<file path="src/sv/rlsa_pkg.sv">
// Shared types and constants for the rate-limited step accumulator.
// No dependencies; every other file refers to this package by scoped names.
package rlsa_pkg;

  localparam int CFG_IDX_W  = 2;
  localparam int CFG_DATA_W = 16;
  localparam int DELTA_W    = 16;
  localparam int TIME_W     = 48;
  localparam int FRAME_W    = 4;   // width of the frame index port
  localparam int SUM_W      = 13;  // signed movement accumulator
  localparam int MAG_W      = 12;  // magnitude of the accumulator
  localparam int QUO_W      = 4;   // step count magnitude, at most 15
  localparam int UNIT_W     = 14;  // width of the shared add/subtract unit

  localparam logic [7:0]  STEP_DIV_RST     = 8'd24;
  localparam logic [3:0]  MAX_STEPS_RST    = 4'd3;
  localparam logic [15:0] MIN_INTERVAL_RST = 16'd60;

  typedef enum logic [CFG_IDX_W-1:0] {
    CFG_STEP_DIV     = 2'd0,
    CFG_MAX_STEPS    = 2'd1,
    CFG_MIN_INTERVAL = 2'd2
  } cfg_idx_e;

  typedef struct packed {
    logic [7:0]  step_divisor;
    logic [3:0]  max_steps;
    logic [15:0] min_interval;
  } cfg_t;

  typedef enum logic [2:0] {
    ST_IDLE,
    ST_ACCUM,
    ST_DIV,
    ST_WRAP,
    ST_DONE
  } state_e;

endpackage

</file>
<file path="src/sv/rlsa_alu.sv">
// Shared add/subtract unit of the step accumulator, used for division steps
// and for the frame wrap. Depends on rlsa_pkg.
module rlsa_alu (
  input  logic signed [rlsa_pkg::UNIT_W-1:0] a_i,
  input  logic signed [rlsa_pkg::UNIT_W-1:0] b_i,
  input  logic                               sub_i,
  output logic signed [rlsa_pkg::UNIT_W-1:0] res_o,
  output logic                               neg_o
);

  assign res_o = sub_i ? (a_i - b_i) : (a_i + b_i);
  assign neg_o = res_o[rlsa_pkg::UNIT_W-1];

endmodule

</file>
<file path="src/sv/rlsa_cfg.sv">
// Configuration register file of the step accumulator.
// Depends on rlsa_pkg; writes to unknown indexes are dropped.
module rlsa_cfg (
  input  logic                                clk_i,
  input  logic                                rst_ni,
  input  logic                                wr_en_i,
  input  logic [rlsa_pkg::CFG_IDX_W-1:0]      wr_idx_i,
  input  logic [rlsa_pkg::CFG_DATA_W-1:0]     wr_data_i,
  output rlsa_pkg::cfg_t                      cfg_o
);

  rlsa_pkg::cfg_t cfg_q, cfg_d;

  always_comb begin
    cfg_d = cfg_q;
    if (wr_en_i) begin
      case (wr_idx_i)
        rlsa_pkg::CFG_STEP_DIV:     cfg_d.step_divisor = wr_data_i[7:0];
        rlsa_pkg::CFG_MAX_STEPS:    cfg_d.max_steps    = wr_data_i[3:0];
        rlsa_pkg::CFG_MIN_INTERVAL: cfg_d.min_interval = wr_data_i;
        default:                    cfg_d              = cfg_q;
      endcase
    end
  end

  always_ff @(posedge clk_i or negedge rst_ni) begin
    if (!rst_ni) begin
      cfg_q.step_divisor <= rlsa_pkg::STEP_DIV_RST;
      cfg_q.max_steps    <= rlsa_pkg::MAX_STEPS_RST;
      cfg_q.min_interval <= rlsa_pkg::MIN_INTERVAL_RST;
    end else begin
      cfg_q <= cfg_d;
    end
  end

  assign cfg_o = cfg_q;

endmodule

</file>
<file path="src/sv/rate_limited_step_accumulator.sv">
// Top level of the rate-limited step accumulator: sequencer, state and
// output register. Depends on rlsa_pkg, rlsa_alu and rlsa_cfg.
//
// Usage:
//   Input channel (in_valid_i/in_ready_o) carries one item: func_i = 0 is a
//   roll that adds delta_i to the movement accumulator at time now_time_i,
//   func_i = 1 is a settle that clears the accumulator. Every item gives
//   exactly one result on the output channel (out_valid_o/out_ready_i):
//   the frame index after the item and whether the item moved it.
//   The configuration channel (cfg_valid_i/cfg_ready_o) writes register
//   cfg_index_i: 0 step divisor, 1 step bound, 2 minimum frame interval.
//   It is always ready; write it only while the block is idle.
// Timing:
//   The block takes one item at a time; in_ready_o is high only in idle.
//   A settle goes from idle straight to the final state. A roll passes the
//   accumulate state; when the interval has elapsed and the divisor is
//   nonzero it then runs four restoring compare-subtract iterations
//   through the shared add/subtract unit and, if it steps, wraps the frame
//   by one FRAME_COUNT per cycle on the same unit.
//   The result sits in an output register, so a new item is accepted while
//   the receiver stalls; the sequencer then holds in its final state until
//   the output register frees up.
// Reset:
//   Accumulator, frame index and last change time clear to zero; the
//   registers return to divisor 24, bound 3 and interval 60.
module rate_limited_step_accumulator #(
  parameter int FRAME_COUNT = 12
) (
  input  logic                                clk_i,
  input  logic                                rst_ni,
  // configuration writes
  input  logic                                cfg_valid_i,
  output logic                                cfg_ready_o,
  input  logic [rlsa_pkg::CFG_IDX_W-1:0]      cfg_index_i,
  input  logic [rlsa_pkg::CFG_DATA_W-1:0]     cfg_data_i,
  // input items
  input  logic                                in_valid_i,
  output logic                                in_ready_o,
  input  logic                                func_i,
  input  logic signed [rlsa_pkg::DELTA_W-1:0] delta_i,
  input  logic [rlsa_pkg::TIME_W-1:0]         now_time_i,
  // results
  output logic                                out_valid_o,
  input  logic                                out_ready_i,
  output logic [rlsa_pkg::FRAME_W-1:0]        frame_index_o,
  output logic                                frame_changed_o
);

  localparam int FW = (FRAME_COUNT > 1) ? $clog2(FRAME_COUNT) : 1;
  localparam int UW = rlsa_pkg::UNIT_W;
  localparam int MW = rlsa_pkg::MAG_W;
  localparam int SW = rlsa_pkg::SUM_W;
  localparam int QW = rlsa_pkg::QUO_W;
  localparam int TW = rlsa_pkg::TIME_W;

  // ---------------------------------------------------------------------------
  // Configuration registers
  // ---------------------------------------------------------------------------
  rlsa_pkg::cfg_t cfg;

  assign cfg_ready_o = 1'b1;

  rlsa_cfg u_cfg (
    .clk_i     (clk_i),
    .rst_ni    (rst_ni),
    .wr_en_i   (cfg_valid_i),
    .wr_idx_i  (cfg_index_i),
    .wr_data_i (cfg_data_i),
    .cfg_o     (cfg)
  );

  // ---------------------------------------------------------------------------
  // State
  // ---------------------------------------------------------------------------
  rlsa_pkg::state_e state_q, state_d;

  logic signed [SW-1:0]   ms_q, ms_d;        // movement accumulator
  logic [FW-1:0]          cur_q, cur_d;      // current frame
  logic [TW-1:0]          last_q, last_d;    // time of last frame change
  logic                   chg_q, chg_d;      // this item changed the frame
  logic                   out_valid_q, out_valid_d;

  // per-item working registers, no reset needed
  logic signed [rlsa_pkg::DELTA_W-1:0] delta_q, delta_d;
  logic [TW-1:0]          now_q, now_d;
  logic                   elapsed_q, elapsed_d;
  logic [MW-1:0]          rem_q, rem_d;      // remainder magnitude
  logic                   neg_q, neg_d;      // accumulator sign
  logic [QW-1:0]          quo_q, quo_d;      // step count magnitude
  logic [1:0]             bit_q, bit_d;      // quotient bit under test
  logic signed [UW-1:0]   f_q, f_d;          // unwrapped frame
  logic [rlsa_pkg::FRAME_W-1:0] out_frame_q, out_frame_d;
  logic                   out_chg_q, out_chg_d;

  // ---------------------------------------------------------------------------
  // Shared add/subtract unit
  // ---------------------------------------------------------------------------
  logic signed [UW-1:0] alu_a, alu_b, alu_res;
  logic                 alu_sub, alu_neg;

  rlsa_alu u_alu (
    .a_i   (alu_a),
    .b_i   (alu_b),
    .sub_i (alu_sub),
    .res_o (alu_res),
    .neg_o (alu_neg)
  );

  // ---------------------------------------------------------------------------
  // Datapath helpers
  // ---------------------------------------------------------------------------
  logic [MW-1:0]        limit_w;
  logic signed [16:0]   lim_s, sum_w, clamp_w, mag_w;
  logic [TW-1:0]        diff_w;
  logic                 elapsed_w;
  logic signed [UW-1:0] div_ext, fc_ext, cur_ext, q_ext;
  logic [QW-1:0]        quo_next;
  logic [MW-1:0]        rem_next;
  logic                 take_w;

  assign limit_w = MW'(cfg.max_steps) * MW'(cfg.step_divisor);
  assign lim_s   = $signed({5'b0, limit_w});
  assign sum_w   = 17'(ms_q) + 17'(delta_q);

  always_comb begin
    if (sum_w > lim_s) begin
      clamp_w = lim_s;
    end else if (sum_w < -lim_s) begin
      clamp_w = -lim_s;
    end else begin
      clamp_w = sum_w;
    end
  end

  assign mag_w = clamp_w[16] ? -clamp_w : clamp_w;

  // signed time since the last change; a negative difference is too early
  assign diff_w    = now_time_i - last_q;
  assign elapsed_w = !diff_w[TW-1] && (diff_w >= TW'(cfg.min_interval));

  assign div_ext = UW'(cfg.step_divisor);
  assign fc_ext  = UW'(FRAME_COUNT);
  assign cur_ext = UW'(cur_q);

  // alu operands: division step in ST_DIV, frame wrap otherwise
  always_comb begin
    if (state_q == rlsa_pkg::ST_DIV) begin
      alu_a   = UW'(rem_q);
      alu_b   = div_ext << bit_q;
      alu_sub = 1'b1;
    end else begin
      alu_a   = f_q;
      alu_b   = fc_ext;
      alu_sub = !f_q[UW-1];
    end
  end

  assign take_w   = !alu_neg;
  assign quo_next = take_w ? (quo_q | (QW'(1) << bit_q)) : quo_q;
  assign rem_next = take_w ? alu_res[MW-1:0] : rem_q;
  assign q_ext    = UW'(quo_next);

  // ---------------------------------------------------------------------------
  // Sequencer
  // ---------------------------------------------------------------------------
  always_comb begin
    state_d     = state_q;
    ms_d        = ms_q;
    cur_d       = cur_q;
    last_d      = last_q;
    chg_d       = chg_q;
    delta_d     = delta_q;
    now_d       = now_q;
    elapsed_d   = elapsed_q;
    rem_d       = rem_q;
    neg_d       = neg_q;
    quo_d       = quo_q;
    bit_d       = bit_q;
    f_d         = f_q;
    out_frame_d = out_frame_q;
    out_chg_d   = out_chg_q;
    out_valid_d = out_valid_q && !out_ready_i;
    in_ready_o  = 1'b0;

    case (state_q)
      rlsa_pkg::ST_IDLE: begin
        in_ready_o = 1'b1;
        if (in_valid_i) begin
          chg_d = 1'b0;
          if (func_i) begin
            // settle: clear the accumulator, report the frame unchanged
            ms_d    = '0;
            state_d = rlsa_pkg::ST_DONE;
          end else begin
            delta_d   = delta_i;
            now_d     = now_time_i;
            elapsed_d = elapsed_w;
            state_d   = rlsa_pkg::ST_ACCUM;
          end
        end
      end

      rlsa_pkg::ST_ACCUM: begin
        // add and clamp; a zero bound holds the accumulator at zero
        ms_d  = clamp_w[SW-1:0];
        rem_d = mag_w[MW-1:0];
        neg_d = clamp_w[16];
        quo_d = '0;
        bit_d = 2'd3;
        if (cfg.step_divisor == '0 || !elapsed_q) begin
          state_d = rlsa_pkg::ST_DONE;
        end else begin
          state_d = rlsa_pkg::ST_DIV;
        end
      end

      rlsa_pkg::ST_DIV: begin
        // one restoring quotient bit per cycle, magnitude truncates to zero
        rem_d = rem_next;
        quo_d = quo_next;
        bit_d = bit_q - 2'd1;
        if (bit_q == 2'd0) begin
          if (quo_next == '0) begin
            state_d = rlsa_pkg::ST_DONE;
          end else begin
            ms_d    = neg_q ? -SW'(rem_next) : SW'(rem_next);
            f_d     = neg_q ? (cur_ext - q_ext) : (cur_ext + q_ext);
            state_d = rlsa_pkg::ST_WRAP;
          end
        end
      end

      rlsa_pkg::ST_WRAP: begin
        // move one frame count per cycle toward 0..FRAME_COUNT-1
        if (f_q[UW-1]) begin
          f_d = alu_res;
        end else if (take_w) begin
          f_d = alu_res;
        end else begin
          cur_d   = f_q[FW-1:0];
          last_d  = now_q;
          chg_d   = 1'b1;
          state_d = rlsa_pkg::ST_DONE;
        end
      end

      rlsa_pkg::ST_DONE: begin
        // hold until the output register is free
        if (!out_valid_q || out_ready_i) begin
          out_frame_d = rlsa_pkg::FRAME_W'(cur_q);
          out_chg_d   = chg_q;
          out_valid_d = 1'b1;
          state_d     = rlsa_pkg::ST_IDLE;
        end
      end

      default: begin
        state_d = rlsa_pkg::ST_IDLE;
      end
    endcase
  end

  always_ff @(posedge clk_i or negedge rst_ni) begin
    if (!rst_ni) begin
      state_q     <= rlsa_pkg::ST_IDLE;
      ms_q        <= '0;
      cur_q       <= '0;
      last_q      <= '0;
      chg_q       <= 1'b0;
      out_valid_q <= 1'b0;
    end else begin
      state_q     <= state_d;
      ms_q        <= ms_d;
      cur_q       <= cur_d;
      last_q      <= last_d;
      chg_q       <= chg_d;
      out_valid_q <= out_valid_d;
    end
  end

  always_ff @(posedge clk_i) begin
    delta_q     <= delta_d;
    now_q       <= now_d;
    elapsed_q   <= elapsed_d;
    rem_q       <= rem_d;
    neg_q       <= neg_d;
    quo_q       <= quo_d;
    bit_q       <= bit_d;
    f_q         <= f_d;
    out_frame_q <= out_frame_d;
    out_chg_q   <= out_chg_d;
  end

  assign out_valid_o     = out_valid_q;
  assign frame_index_o   = out_frame_q;
  assign frame_changed_o = out_chg_q;

  // ---------------------------------------------------------------------------
  // Assertions
  // ---------------------------------------------------------------------------
  a_frame_range : assert property (@(posedge clk_i) disable iff (!rst_ni)
    cur_q <= FW'(FRAME_COUNT - 1))
    else $error("frame index out of range");

  a_rem_bound : assert property (@(posedge clk_i) disable iff (!rst_ni)
    (state_q == rlsa_pkg::ST_DIV) |-> (rem_q <= limit_w))
    else $error("remainder exceeds clamp bound during division");

  a_out_from_done : assert property (@(posedge clk_i) disable iff (!rst_ni)
    $rose(out_valid_q) |-> ($past(state_q) == rlsa_pkg::ST_DONE))
    else $error("result raised outside the final state");

  a_last_time_only_on_change : assert property (@(posedge clk_i) disable iff (!rst_ni)
    (last_q != $past(last_q)) |-> (chg_q && state_q == rlsa_pkg::ST_DONE))
    else $error("last change time moved without a frame change");

endmodule
</file>
<file path="config.mk">
export PLATFORM = sky130hd
export DESIGN_NAME = rate_limited_step_accumulator
export DESIGN_NICKNAME = d
export VERILOG_FILES = /design/src/sv/rlsa_pkg.sv /design/src/sv/rlsa_alu.sv /design/src/sv/rlsa_cfg.sv /design/src/sv/rate_limited_step_accumulator.sv
export SDC_FILE = /design/constraint.sdc
export NUM_CORES = 1
export LEC_CHECK = 0
export BUFFER_PORTS_ARGS = -buffer_cell sky130_fd_sc_hd__buf_2
export CAP_MARGIN = 25
export CELL_PAD_IN_SITES_DETAIL_PLACEMENT = 1
export CELL_PAD_IN_SITES_GLOBAL_PLACEMENT = 2
export CORE_MARGIN = 1
export CORE_UTILIZATION = 36
export CTS_CLUSTER_DIAMETER = 100
export DETAILED_ROUTE_END_ITERATION = 10
export PLACE_DENSITY_LB_ADDON = 0.1
export SLEW_MARGIN = 20
export SYNTH_ARGS = -nofsm -noshare
export SYNTH_HDL_FRONTEND = slang
export SYNTH_SLANG_ARGS = --single-unit
</file>
<file path="constraint.sdc">
create_clock -name clk_i -period 7.4 [get_ports clk_i]
set_input_delay 1.48 -clock clk_i [delete_from_list [all_inputs] [get_ports clk_i]]
set_output_delay 1.48 -clock clk_i [all_outputs]
set_load 0.03 [all_outputs]
</file>
==> results of run 1 <==
[stage by stage]
step / cell area (um2) / std cells / worst slack (ns) / TNS [ns]
after detailed placement: 17000 / 2369 / -0.0923 / -0.0923
after CTS: 17900 / 2423 / 0.0627 / 0
after floorplan: 15800 / 1720 / 0.284 / 0
final: 18000 / 2426 / 0.302 / 0
after global routing: 18000 / 2426 / -0.0325 / -0.0345
after global placement: 17000 / 2368 / 0.0719 / 0
[routing by layer]
metal | global-route usage | vias up
met5 | 0 | -
met4 | 0.0645 | 0
met3 | 0.0214 | 76
met2 | 0.376 | 177
met1 | 0.271 | 6316
li1 | - | 6383
[cell families (layout without fill, tap and decap cells)]
kind of cell / after synthesis / count (layout) / share of synthesized area
buffers and inverters: 212 / 333 / 0.0537
adder cells (fa/ha/maj): 169 / 169 / 0.142
AO/OA/AOI/OAI: 483 / 483 / 0.202
multiplexers: 63 / 63 / 0.0438
XOR/XNOR: 86 / 86 / 0.0489
AND/OR/NAND/NOR: 505 / 505 / 0.158
flip-flops: 201 / 201 / 0.352
other: 1 / 1 / 0.000237
[layout by cell type (no fill, tap or decap), types with 16 or more instances in the layout]
master and n:
sky130_fd_sc_hd__a21o_1 50, sky130_fd_sc_hd__o21ai_1 17, sky130_fd_sc_hd__nand2b_1 17, sky130_fd_sc_hd__a31oi_1 22, sky130_fd_sc_hd__nor3_1 33, sky130_fd_sc_hd__clkbuf_16 27
sky130_fd_sc_hd__buf_2 93, sky130_fd_sc_hd__nor2_1 79, sky130_fd_sc_hd__nand2_1 193, sky130_fd_sc_hd__a21oi_1 122, sky130_fd_sc_hd__nand4_1 18, sky130_fd_sc_hd__nand3_1 29
sky130_fd_sc_hd__dfrtp_1 90, sky130_fd_sc_hd__o21a_1 17, sky130_fd_sc_hd__ha_1 151, sky130_fd_sc_hd__mux2i_1 23, sky130_fd_sc_hd__o21ai_0 118, sky130_fd_sc_hd__fa_1 16
sky130_fd_sc_hd__xor2_1 29, sky130_fd_sc_hd__inv_1 147, sky130_fd_sc_hd__buf_4 44, sky130_fd_sc_hd__xnor2_1 55, sky130_fd_sc_hd__mux2_2 39, sky130_fd_sc_hd__nor2b_1 21
sky130_fd_sc_hd__and2_1 37, sky130_fd_sc_hd__edfxtp_1 103
[worst max-delay path, cell delays in order, from the launching register on]
cell	delay, ns
sky130_fd_sc_hd__dfrtp_1	0.45
sky130_fd_sc_hd__and2_1	0.21
sky130_fd_sc_hd__fa_1	0.53
sky130_fd_sc_hd__inv_1	0.05
sky130_fd_sc_hd__fa_1	0.53
sky130_fd_sc_hd__inv_1	0.04
sky130_fd_sc_hd__ha_1	0.33
sky130_fd_sc_hd__or2_2	0.30
sky130_fd_sc_hd__a21o_2	0.24
sky130_fd_sc_hd__and2_1	0.23
sky130_fd_sc_hd__nor3_2	0.23
sky130_fd_sc_hd__nand3_1	0.14
sky130_fd_sc_hd__or3_1	0.38
sky130_fd_sc_hd__xnor2_1	0.15
sky130_fd_sc_hd__ha_1	0.19
sky130_fd_sc_hd__a21o_1	0.16
sky130_fd_sc_hd__a2111oi_2	0.38
sky130_fd_sc_hd__buf_4	0.18
sky130_fd_sc_hd__nand2_1	0.07
sky130_fd_sc_hd__a31oi_2	0.24
sky130_fd_sc_hd__nor2_4	0.11
sky130_fd_sc_hd__nor3_1	0.26
sky130_fd_sc_hd__a2bb2oi_1	0.14
sky130_fd_sc_hd__o31a_1	0.30
sky130_fd_sc_hd__or4_4	0.45
sky130_fd_sc_hd__o41ai_2	0.25
sky130_fd_sc_hd__xnor2_1	0.16
sky130_fd_sc_hd__mux2i_1	0.10
[Yosys cell counts (all sizes together), types with 5 or more instances]
| cell | n |
|---|---|
| o211ai | 9 |
| dfrtp | 90 |
| fa | 17 |
| a31oi | 24 |
| nand2b | 17 |
| nand3b | 6 |
| nor3 | 36 |
| or3 | 7 |
| a2111oi | 10 |
| o221ai | 9 |
| o21bai | 12 |
| o21ai | 137 |
| xnor2 | 55 |
| or4 | 6 |
| a22oi | 8 |
| buf | 11 |
| ha | 152 |
| xor2 | 31 |
| dfstp | 8 |
| a21oi | 123 |
| inv | 147 |
| and2 | 39 |
| mux2i | 24 |
| clkbuf | 52 |
| edfxtp | 103 |
| nor2 | 83 |
| nor2b | 21 |
| or2 | 10 |
| mux2 | 39 |
| o22a | 5 |
| nand3 | 30 |
| o21a | 18 |
| o311ai | 9 |
| nand2 | 193 |
| nand4 | 18 |
| nor4 | 13 |
| a21o | 54 |
| o2111ai | 5 |
| a211o | 5 |
| a211oi | 15 |
| and3 | 11 |
| o31ai | 5 |
[power by group through the flow]
| stage | combinational [mW] | sequential [mW] | clock, mW |
|---|---|---|---|
| floorplan | 4.75 | 1.78 | 0 |
| global placement | 6.38 | 1.84 | 0 |
| detailed placement | 6.46 | 1.85 | 0 |
| CTS | 6.57 | 1.83 | 1.27 |
| global route | 7.37 | 1.87 | 1.30 |
| finish | 6.62 | 1.82 | 1.22 |
[area by class of cell]
class	instances	area [um2]	area share
well taps	585	732	0.0407
clock buffers	40	754	0.0420
multi-input cells	1307	9490	0.528
flip-flops and latches	201	5560	0.309
repair buffers	138	816	0.0454
clock inverters	8	68.8	0.00383
inverters	147	552	0.0307
[state kept, by name, summed over array words and instances (netlist names), 2 cells and up]
name and flops:
last_q 48, now_q 48, u_cfg.cfg_o 28, delta_q 16
f_q 14, ms_q 13, rem_q 12, cur_q 4
frame_index_o 4, quo_q 4, state_q 3, bit_q 2
[worst max path at each step]
stage                      to  slack, ns
floorplan           rem_q[11]       0.28
global placement    rem_q[11]       0.07
detailed placement  rem_q[11]      -0.09
CTS                 rem_q[11]       0.06
global route        rem_q[11]      -0.03
finish              rem_q[11]       0.30
[timing repair]
item                                    CTS  global route
gates resized for setup                   1            19
endpoints found under the setup margin    2             9
setup buffers                             6             3
pin swaps                                 2             3
==> reports/summary.txt, run 1 <==
TIMING
---------------------------------------------------------------------------
Final count of hold timing violations ........................            0
Worst max-slew margin expressed relative to the limit ........        0.343
Worst Skew ...................................................    0.0304 ns
Number of max-slew violations in the final report ............            0
Hold slack ...................................................     0.452 ns
Share of the cycle needed by the critical path after routing .        0.959
Worst-Margin Slew ............................................     0.983 ns
Achievable frequency .........................................      141 MHz
Count of final setup violators ...............................            0
Final critical-path required period ..........................      7.10 ns

DIE
---------------------------------------------------------------------------
IO Count .....................................................           96
Initial core utilization .....................................        0.366
Height of the die ............................................       211 um
Total number of placement rows ...............................           76
Core area ....................................................   0.0432 mm2
Die width ....................................................       211 um
Die Outline Area .............................................   0.0447 mm2

LOGIC SYNTHESIS
---------------------------------------------------------------------------
Async set-reset flop share out of synthesis ..................        0.488
Dominant register cell in the synthesized netlist ............ sky130_fd_sc_hd__edfxtp_1
Post-synthesis register bit count ............................          201
Area share of the largest cell type after synthesis ..........        0.196
Average footprint of a synthesized cell ......................     9.18 um2
Area contributors post-synth ................................. sky130_fd_sc_hd__edfxtp_1 (20%), sky130_fd_sc_hd__dfrtp_1 (14%), sky130_fd_sc_hd__ha_1 (12%)
Cell taking the most area after synthesis .................... sky130_fd_sc_hd__edfxtp_1
EDFF count, synth ............................................          103
Seq/Total Area, Yosys ........................................        0.352
Post-Synthesis Net Count .....................................         1977
Post-Synthesis Cells .........................................         1720
Count of cell types in the netlist ...........................          104
Total of warnings raised by yosys ............................            0
Post-Syn Area ................................................   0.0158 mm2

GLOBAL ROUTING
---------------------------------------------------------------------------
Total gr overflow ............................................            0
Vias in the first global route ...............................        13732
Maximum number of pins on one net before global-route repair .           54
Global-route wire length before repair .......................     75100 um
Overall Global Routing Usage .................................        0.212
Initial antenna violation count ..............................            1

CLOCK TREE
---------------------------------------------------------------------------
Root Driver .................................................. sky130_fd_sc_hd__clkbuf_16
Number of clock buffers inserted by TritonCTS ................           26
TritonCTS clock tree .........................................         done
Number of hold buffers added after CTS .......................            0
Insertion delay to the later sink of the worst-skew pair .....      0.58 ns
Reg clk slew, reported paths .................................      0.06 ns
CTS Buffer Depth .............................................            3
CTS H-tree depth .............................................            1
Sinks on Clock Net ...........................................          201

LAYOUT
---------------------------------------------------------------------------
Synthesis-to-layout area growth ..............................        13.8%
Antenna cell count ...........................................            0
Layout Nets ..................................................         2078
Filler Cells Inserted ........................................         5012
Fraction of layout cells with a size suffix above 1 ..........        0.156
Final core occ ...............................................        0.416

DRT
---------------------------------------------------------------------------
Remaining routing DRC violations .............................            0
Detailed-route wire length on metal 1 ........................     21600 um
Highest routed metal layer ...................................         met4
Met2 wirelength from detailed routing ........................     22600 um
Via total after detailed routing .............................        12952
Mean routed wirelength per cell ..............................      19.2 um
Antenna-violating nets left ..................................            0
Initial DRT Pass Iterations ..................................            7
Iteration-0 DRC count of the detailed router .................          472
Total length of routed wires .................................     46700 um
Vias/cell ....................................................         5.34
Detailed-routed wire length on met3 ..........................       983 um

POWER
---------------------------------------------------------------------------
Leakage component of the power ...............................      7.85 nW
Total internal power .........................................      4.97 mW
Switch Pwr ...................................................      4.70 mW
Switching Share ..............................................        0.486
Proportion of power drawn by the clock network ...............        0.127
Peak supply drop .............................................     0.212 mV
Total power consumption of the routed design .................      9.67 mW
Power share of the combinational group .......................        0.685
Sequential Power Share .......................................        0.189
Power per cell area ..........................................   538 mW/mm2

WORST SETUP PATH
---------------------------------------------------------------------------
WS Path Type ................................................. flop to flop
Endpoint kind of the worst setup timing path .................         flop
Number of cells on the worst reg-to-reg path .................           27
Worst setup startpoint ....................................... u_cfg.cfg_o[19]
Maximum fanout count along the critical path .................            9
Reg-to-reg critical path endpoint ............................    rem_q[11]
Required time of the critical path ...........................      7.69 ns
Startpoint of the lowest-slack register-to-register path ..... u_cfg.cfg_o[19]
Critical path startpoint category ............................         flop
R2r setup slk ................................................      0.30 ns
Data arrival time of the critical path .......................      7.38 ns

PLACEMENT
---------------------------------------------------------------------------
HPWL reported at the end of detailed placement ...............     36500 um
Count of buffers inserted at the top-level ports .............           94
GPL Wtd Cong .................................................        0.848

RUN STATUS
---------------------------------------------------------------------------
Status ....................................................... complete, no violations

FLOW RUN
---------------------------------------------------------------------------
Maximum Capacitance Violations ...............................            0

WORST HOLD PATH
---------------------------------------------------------------------------
Depth of the worst hold-timing path ..........................            2
Hold worst-path end ..........................................    last_q[1]
Class of the most critical hold timing path .................. flop to flop
Critical hold path startpoint ................................     now_q[1]

Power figures use the tool's default switching activity.
==> run 2: changes to the inputs <==
--- a/config.mk
+++ b/config.mk
@@ -5,14 +5,14 @@
 export SDC_FILE = /design/constraint.sdc
 export NUM_CORES = 1
 export LEC_CHECK = 0
-export BUFFER_PORTS_ARGS = -buffer_cell sky130_fd_sc_hd__buf_2
 export CAP_MARGIN = 25
 export CELL_PAD_IN_SITES_DETAIL_PLACEMENT = 1
 export CELL_PAD_IN_SITES_GLOBAL_PLACEMENT = 2
 export CORE_MARGIN = 1
-export CORE_UTILIZATION = 36
+export CORE_UTILIZATION = 37
 export CTS_CLUSTER_DIAMETER = 100
 export DETAILED_ROUTE_END_ITERATION = 10
+export DONT_BUFFER_PORTS = 1
 export PLACE_DENSITY_LB_ADDON = 0.1
 export SLEW_MARGIN = 20
 export SYNTH_ARGS = -nofsm -noshare
==> constraint.sdc (replaced) <==
create_clock -name clk_i -period 7.4 [get_ports clk_i]
set_input_delay 0.37 -clock clk_i [delete_from_list [all_inputs] [get_ports clk_i]]
set_output_delay 0.37 -clock clk_i [all_outputs]
set_load 0.03 [all_outputs]
==> run 2 against run 1 <==
Core utilization up 2.2 points. Register-to-register slack worse by 0.03 ns. Global-route usage increased by 0.38 points. Wire length is essentially flat. Via count fell by 0.69%. Combinational power up 0.9%. Sequential share of layout area is 0.73 points lower. Setup slack worse by 0.030 ns. Die area decreased by 2.7%. Critical path depth stayed put. Design area grew 2.4%. Clock skew decreased by 0.021 ns. Largest cell class unchanged.
==> reports/summary.txt, run 2 (synthesis gave the netlist of run 1 again) <==
PLACEMENT
------------------------------------------------------------------------------
HPWL reported at the end of detailed placement ..................     35800 um   -2.0%
Count of buffers inserted at the top-level ports ................            0   -100%
Worst-case setup slack after placement ..........................    0.0659 ns   +0.158 ns
Count of placed standard cells including taps ...................         2227   -6.0%
GPL Wtd Cong ....................................................        0.873   +3.0%

DRT
------------------------------------------------------------------------------
Total length of routed wires ....................................     46700 um   about the same
Detailed-routed wire length on met3 .............................      1060 um   +8.1%
Highest routed metal layer ......................................         met4
Detailed-route wire length on metal 1 ...........................     21300 um   -1.7%
Antenna-violating nets left .....................................            0   unchanged
Vias/cell .......................................................         5.43   +1.6%
Mean routed wirelength per cell .................................      19.7 um   +2.4%
Initial DRT Pass Iterations .....................................            5   -2
Via total after detailed routing ................................        12863   -0.69%
Remaining routing DRC violations ................................            0   unchanged
Met2 wirelength from detailed routing ...........................     22900 um   +1.3%
Iteration-0 DRC count of the detailed router ....................          511   +8.3%

WORST SETUP PATH
------------------------------------------------------------------------------
Maximum fanout count along the critical path ....................            9   unchanged
Startpoint of the lowest-slack register-to-register path ........ u_cfg.cfg_o[19]
WS Path Type .................................................... flop to flop
Reg-to-reg critical path endpoint ...............................    rem_q[11]
Data arrival time of the critical path ..........................      7.42 ns   +0.04 ns
Termination of the worst setup path .............................    rem_q[11]
Number of cells on the worst reg-to-reg path ....................           27   unchanged
Endpoint kind of the worst setup timing path ....................         flop
R2r setup slk ...................................................      0.27 ns   -0.03 ns
Required time of the critical path ..............................      7.69 ns   about the same
Worst setup startpoint .......................................... u_cfg.cfg_o[19]
Critical path startpoint category ...............................         flop

CLOCK TREE
------------------------------------------------------------------------------
CTS H-tree depth ................................................            1   unchanged
CTS Buffer Depth ................................................            3   unchanged
Sinks on Clock Net ..............................................          201   unchanged
Reg clk slew, reported paths ....................................      0.06 ns   about the same
Root Driver ..................................................... sky130_fd_sc_hd__clkbuf_16
TritonCTS clock tree ............................................         done
Insertion delay to the later sink of the worst-skew pair ........      0.57 ns   about the same
Number of clock buffers inserted by TritonCTS ...................           27   +3.8%

DIE
------------------------------------------------------------------------------
Die width .......................................................       209 um   -1.3%
Core area .......................................................   0.0420 mm2   -2.6%
Total number of placement rows ..................................           75   -1.3%
Die Outline Area ................................................   0.0435 mm2   -2.7%
IO Count ........................................................           96   unchanged
Height of the die ...............................................       209 um   -1.3%
Initial core utilization ........................................        0.376   +0.00984

WORST HOLD PATH
------------------------------------------------------------------------------
Class of the most critical hold timing path ..................... input port to flop

LAYOUT
------------------------------------------------------------------------------
Number of standard cells in the layout, taps in and fillers out .         2371   -2.3%
Commonest cells after routing, fill and taps aside .............. sky130_fd_sc_hd__nand2_1 (193), sky130_fd_sc_hd__ha_1 (152), sky130_fd_sc_hd__inv_1 (147), sky130_fd_sc_hd__a21oi_1 (120), sky130_fd_sc_hd__o21ai_0 (119)
Fraction of layout cells with a size suffix above 1 .............        0.111   -0.0456
Layout Nets .....................................................         2067   -0.53%
Most common library cell in the layout ignoring fill and taps ... sky130_fd_sc_hd__nand2_1
Synthesis-to-layout area growth .................................        16.5%

GLOBAL ROUTING
------------------------------------------------------------------------------
Maximum number of pins on one net before global-route repair ....          101   +87%
Vias in the first global route ..................................        13615   -0.85%
Overall Global Routing Usage ....................................        0.216   +0.00375
Initial antenna violation count .................................            1   unchanged
Global-route wire length before repair ..........................     75000 um   about the same
Total gr overflow ...............................................            0   unchanged

TIMING
------------------------------------------------------------------------------
Post-layout worst setup margin ..................................     0.272 ns   -0.0301 ns
Worst-Margin Slew ...............................................     0.966 ns   -0.0166 ns
Final count of hold timing violations ...........................            0   unchanged
Achievable frequency ............................................      140 MHz   -0.42%
Worst Skew ......................................................   0.00929 ns   -0.0211 ns
Number of max-slew violations in the final report ...............            0   unchanged
Share of the cycle needed by the critical path after routing ....        0.963   +0.00406
Worst max-slew margin expressed relative to the limit ...........        0.354   +0.0111
Final critical-path required period .............................      7.13 ns   +0.0301 ns
Count of final setup violators ..................................            0   unchanged

FLOW RUN
------------------------------------------------------------------------------
Maximum Capacitance Violations ..................................            0   unchanged

RUN STATUS
------------------------------------------------------------------------------
Status .......................................................... complete, no violations

POWER
------------------------------------------------------------------------------
Peak supply drop ................................................     0.260 mV   +23%
Power per cell area .............................................   533 mW/mm2   -1.0%
Leakage component of the power ..................................      7.88 nW   +0.44%

==> run 2: cell types whose count changed in the layout (fill, tap and decap cells not counted), moves of 3 or more <==
cell	before	now
sky130_fd_sc_hd__inv_6	0	3
sky130_fd_sc_hd__dlygate4sd3_1	0	82
sky130_fd_sc_hd__buf_2	93	0
sky130_fd_sc_hd__clkbuf_1	10	7
sky130_fd_sc_hd__buf_4	44	40
sky130_fd_sc_hd__nor3_1	33	30
==> run 2: how the worst min path moves through the flow <==
stage,endpoint,slack [ns],cells after the start,startpoint
2_1_floorplan,chg_q,0.07,0,rst_ni
3_3_place_gp,last_q[8],0.08,0,rst_ni
3_5_place_dp,last_q[9],0.08,0,rst_ni
4_1_cts,state_q[0],0.02,3,func_i
5_1_grt,state_q[0],0.04,3,func_i
6_report,state_q[0],0.05,3,func_i
==> run 2: where the power goes <==
part / leakage (nW) / switching, mW / total, mW / internal, mW
Sequential: 2.11 / 0.232 / 1.85 / 1.62
Combinational: 5.36 / 3.97 / 6.68 / 2.71
Clock: 0.418 / 0.528 / 1.27 / 0.746
Total: 7.88 / 4.73 / 9.80 / 5.08
==> run 2: layout make-up <==
class | instances | area, um2
fillers | 4837 | 23600
multi-input cells | 1307 | 9530
flip-flops and latches | 201 | 5560
repair buffers | 126 | 1220
clock buffers | 37 | 743
well taps | 539 | 674
inverters | 147 | 552
clock inverters | 13 | 130
diodes | 1 | 2.50
==> run 2: critical path: stages (launching register included) <==
cell and delay (ns):
sky130_fd_sc_hd__dfrtp_2 0.45, sky130_fd_sc_hd__and2_1 0.19, sky130_fd_sc_hd__fa_1 0.54, sky130_fd_sc_hd__inv_1 0.06, sky130_fd_sc_hd__fa_1 0.53, sky130_fd_sc_hd__inv_1 0.04
sky130_fd_sc_hd__ha_1 0.35, sky130_fd_sc_hd__nor2b_2 0.18, sky130_fd_sc_hd__o2111ai_1 0.31, sky130_fd_sc_hd__nand3_1 0.17, sky130_fd_sc_hd__a21o_2 0.26, sky130_fd_sc_hd__and2_2 0.26
sky130_fd_sc_hd__or3_1 0.41, sky130_fd_sc_hd__xnor2_1 0.15, sky130_fd_sc_hd__ha_1 0.19, sky130_fd_sc_hd__a21o_1 0.17, sky130_fd_sc_hd__a2111oi_1 0.41, sky130_fd_sc_hd__buf_4 0.19
sky130_fd_sc_hd__nand2_1 0.07, sky130_fd_sc_hd__a31oi_2 0.22, sky130_fd_sc_hd__or2_4 0.18, sky130_fd_sc_hd__a22oi_2 0.10, sky130_fd_sc_hd__mux2i_4 0.23, sky130_fd_sc_hd__o311ai_2 0.16
sky130_fd_sc_hd__or4_4 0.54, sky130_fd_sc_hd__o41ai_2 0.26, sky130_fd_sc_hd__xnor2_1 0.16, sky130_fd_sc_hd__mux2i_1 0.09
==> run 2: stage by stage <==
stage | total power [mW] | utilization | area, um2 | hold slack [ns] | TNS [ns]
finish | 9.80 | 0.438 | 18400 | 0.0523 | 0
global route | 10.7 | 0.438 | 18400 | 0.0382 | -0.120
global placement | 8.16 | 0.391 | 16400 | 0.0773 | 0
detailed placement | 8.26 | 0.392 | 16500 | 0.0781 | 0
floorplan | 6.52 | - | 15800 | 0.0744 | 0
CTS | 9.66 | 0.433 | 18200 | 0.0191 | 0
==> run 2: routing by layer <==
| metal | vias up | global-route usage |
|---|---|---|
| li1 | 6369 | - |
| met1 | 6267 | 0.276 |
| met2 | 166 | 0.381 |
| met3 | 61 | 0.0251 |
| met4 | 0 | 0.0674 |
| met5 | - | 0 |
==> run 2: what timing repair did <==
item,in CTS,in global routing
hold buffers,83,0
endpoints found under the hold margin,192,0
endpoints found under the setup margin,0,11
buffers inserted,0,10
resized for setup,0,27
==> run 3: changes to the inputs <==
--- a/config.mk
+++ b/config.mk
@@ -7,9 +7,9 @@
 export LEC_CHECK = 0
 export CAP_MARGIN = 25
 export CELL_PAD_IN_SITES_DETAIL_PLACEMENT = 1
-export CELL_PAD_IN_SITES_GLOBAL_PLACEMENT = 2
+export CELL_PAD_IN_SITES_GLOBAL_PLACEMENT = 1
 export CORE_MARGIN = 1
-export CORE_UTILIZATION = 37
+export CORE_UTILIZATION = 46
 export CTS_CLUSTER_DIAMETER = 100
 export DETAILED_ROUTE_END_ITERATION = 10
 export DONT_BUFFER_PORTS = 1
==> run 3 against run 2 <==
Cell count is 4.7% lower. Critical path depth down 1. Clock-buffer cell count decreased by 5. Worst hold slack worse by 0.0079 ns. Design area down 1.4%. Via count increased by 1.6%. Setup slack improved by 0.036 ns. Non-clock buffer count is 13 lower. Global-route usage is 4.9 points higher. Combinational power about the same. Clock power up 5%. Critical endpoint unchanged. Largest cell class unchanged.
==> reports/summary.txt, run 3 (synthesis gave the netlist of run 1 again) <==
RUN STATUS
----------------------------------------------------------------------------
Status ........................................................ complete, no violations

DIE
----------------------------------------------------------------------------
Height of the die .............................................       187 um   -10%
Die width .....................................................       187 um   -10%
Initial core utilization ......................................        0.470   +0.0941
Core area .....................................................   0.0336 mm2   -20%
IO Count ......................................................           96   unchanged
Die Outline Area ..............................................   0.0351 mm2   -19%
Total number of placement rows ................................           67   -11%

GLOBAL ROUTING
----------------------------------------------------------------------------
Global-route wire length before repair ........................     74900 um   -0.12%
Vias in the first global route ................................        13991   +2.8%
Overall Global Routing Usage ..................................        0.265   +0.0492
Maximum number of pins on one net before global-route repair ..           99   -2.0%
Total gr overflow .............................................            0   unchanged
Initial antenna violation count ...............................            0   -1

TIMING
----------------------------------------------------------------------------
Hold slack ....................................................    0.0444 ns   -0.00790 ns
Worst Skew ....................................................    0.0160 ns   +0.00672 ns
Achievable frequency ..........................................      141 MHz   +0.51%
Unrepaired setup endpoints after global routing ...............          yes
Worst max-slew margin expressed relative to the limit .........        0.338   -0.0159
Final count of hold timing violations .........................            0   unchanged
Count of final setup violators ................................            0   unchanged
Worst-Margin Slew .............................................     0.985 ns   +0.0192 ns
Final critical-path required period ...........................      7.09 ns   -0.0360 ns
Share of the cycle needed by the critical path after routing ..        0.958   -0.00487
Number of max-slew violations in the final report .............            0   unchanged

DRT
----------------------------------------------------------------------------
Mean routed wirelength per cell ...............................      20.5 um   +4.1%
Vias/cell .....................................................         5.78   +6.6%
Remaining routing DRC violations ..............................            0   unchanged
Initial DRT Pass Iterations ...................................            4   -1
Iteration-0 DRC count of the detailed router ..................          585   +14%
Via total after detailed routing ..............................        13064   +1.6%
Antenna-violating nets left ...................................            0   unchanged
Total length of routed wires ..................................     46400 um   -0.77%

PLACEMENT
----------------------------------------------------------------------------
HPWL reported at the end of detailed placement ................     34500 um   -3.6%
Count of buffers inserted at the top-level ports ..............            0   unchanged
Placed cell areas .............................................   0.0163 mm2   -1.3%
GPL Wtd Cong ..................................................        0.882   +1.0%

WORST SETUP PATH
----------------------------------------------------------------------------
Endpoint kind of the worst setup timing path ..................         flop
Data arrival time of the critical path ........................      7.37 ns   -0.05 ns
Required time of the critical path ............................      7.68 ns   about the same
Maximum fanout count along the critical path ..................            9   unchanged
Critical path startpoint category .............................         flop
WS Path Type .................................................. flop to flop

CLOCK TREE
----------------------------------------------------------------------------
CTS H-tree depth ..............................................            1   unchanged
CTS Buffer Depth ..............................................            3   unchanged
Number of clock buffers inserted by TritonCTS .................           24   -11%
Root Driver ................................................... sky130_fd_sc_hd__clkbuf_16
Sinks on Clock Net ............................................          201   unchanged
Reg clk slew, reported paths ..................................      0.06 ns   about the same
Insertion delay to the later sink of the worst-skew pair ......      0.55 ns   -0.02 ns
TritonCTS clock tree ..........................................         done

FLOW RUN
----------------------------------------------------------------------------
Maximum Capacitance Violations ................................            0   unchanged

POWER
----------------------------------------------------------------------------
Peak supply drop ..............................................     0.308 mV   +18%
Leakage component of the power ................................      7.79 nW   -1.2%
Power per cell area ...........................................   544 mW/mm2   +2.2%

LAYOUT
----------------------------------------------------------------------------
Layout Nets ...................................................         2051   -0.77%
Synthesis-to-layout area growth ...............................        14.9%
Final Instance Area ...........................................   0.0181 mm2   -1.4%
Antenna cell count ............................................            0   -1
Most common library cell in the layout ignoring fill and taps . sky130_fd_sc_hd__nand2_1
Commonest cells after routing, fill and taps aside ............ sky130_fd_sc_hd__nand2_1 (193), sky130_fd_sc_hd__ha_1 (150), sky130_fd_sc_hd__inv_1 (146), sky130_fd_sc_hd__a21oi_1 (120), sky130_fd_sc_hd__o21ai_0 (118)
Fraction of layout cells with a size suffix above 1 ...........        0.107   -0.00380

WORST HOLD PATH
----------------------------------------------------------------------------
Class of the most critical hold timing path ................... input port to flop

-- run 3: cell types whose count changed in the layout (fill, tap and decap cells not counted), sizes merged --
cell and change:
bufinv +3, dlygate4sd3 -1, clkinvlp -1, buf -13
clkbuf -4, inv -3, diode -1
-- run 3: metrics by stage --
stage                     cells   util  power [mW]  worst slack (ns)  setup TNS [ns]
after global routing       2260  0.540        10.7            -0.102          -0.295
final                      2260  0.540        9.88             0.308               0
after global placement     2127  0.484        8.04             0.256               0
after CTS                  2253  0.535        9.68            0.0807               0
after floorplan            1720      -        6.52             0.284               0
after detailed placement   2127  0.484        8.23             0.119               0
-- run 3: area by class of cell --
class	instances	area [um2]
inverter	147	552
clock buffer	32	713
clock inverter	12	181
timing repair buffer	113	1070
tap	448	561
multi-input combinational	1307	9520
fill	3785	15500
sequential	201	5560
-- run 3: final timing paths --
check | start | to | slack [ns] | cells past startpoint
worst max-delay path | u_cfg.cfg_o[19] | rem_q[11] | 0.31 | 26
worst min-delay path | out_ready_i | out_valid_o | 0.04 | 2
worst max register to register | u_cfg.cfg_o[19] | rem_q[11] | 0.31 | 26
worst min register to register | chg_q | frame_changed_o | 0.45 | 0
max in group asynchronous | rst_ni | ms_q[0] | 6.56 | 2
min in group asynchronous | rst_ni | u_cfg.cfg_o[10] | 0.39 | 2
-- run 3: power breakdown --
| group | leakage, nW | switching, mW | internal, mW |
|---|---|---|---|
| Combinational | 5.25 | 4.05 | 2.64 |
| Sequential | 2.11 | 0.244 | 1.62 |
| Clock | 0.436 | 0.509 | 0.819 |
| Total | 7.79 | 4.80 | 5.08 |
-- run 3: metal layers --
metal  part of all wire  vias up  GRT usage
li1                   -     6324          -
met1               0.43     6408      0.327
met2               0.50      244      0.479
met3              0.029       88     0.0278
met4              0.035        0     0.0917
met5                  0        -          0
-- run 3: timing repair --
| action | CTS | global route |
|---|---|---|
| setup endpoints to repair | 0 | 10 |
| hold buffers | 82 | 0 |
| gates resized for setup | 0 | 27 |
| hold endpoints to repair | 190 | 0 |
| setup buffers | 0 | 6 |
-- run 3: critical path, cell delays in order, from the launching register on --
cell and delay (ns):
sky130_fd_sc_hd__dfrtp_2 0.45, sky130_fd_sc_hd__and2_1 0.19, sky130_fd_sc_hd__fa_1 0.56, sky130_fd_sc_hd__inv_1 0.06, sky130_fd_sc_hd__fa_1 0.53, sky130_fd_sc_hd__inv_1 0.04
sky130_fd_sc_hd__ha_1 0.35, sky130_fd_sc_hd__o21a_1 0.31, sky130_fd_sc_hd__a2111oi_4 0.46, sky130_fd_sc_hd__nor3b_4 0.12, sky130_fd_sc_hd__buf_4 0.15, sky130_fd_sc_hd__buf_4 0.13
sky130_fd_sc_hd__nand4_1 0.19, sky130_fd_sc_hd__nand2_1 0.09, sky130_fd_sc_hd__ha_1 0.31, sky130_fd_sc_hd__nand4_1 0.15, sky130_fd_sc_hd__a2111oi_2 0.32, sky130_fd_sc_hd__or3_4 0.20
sky130_fd_sc_hd__a31oi_2 0.12, sky130_fd_sc_hd__or2_2 0.35, sky130_fd_sc_hd__a22oi_2 0.21, sky130_fd_sc_hd__mux2i_4 0.32, sky130_fd_sc_hd__o311ai_2 0.17, sky130_fd_sc_hd__or4_4 0.54
sky130_fd_sc_hd__o41ai_2 0.25, sky130_fd_sc_hd__xnor2_1 0.17, sky130_fd_sc_hd__mux2i_1 0.10
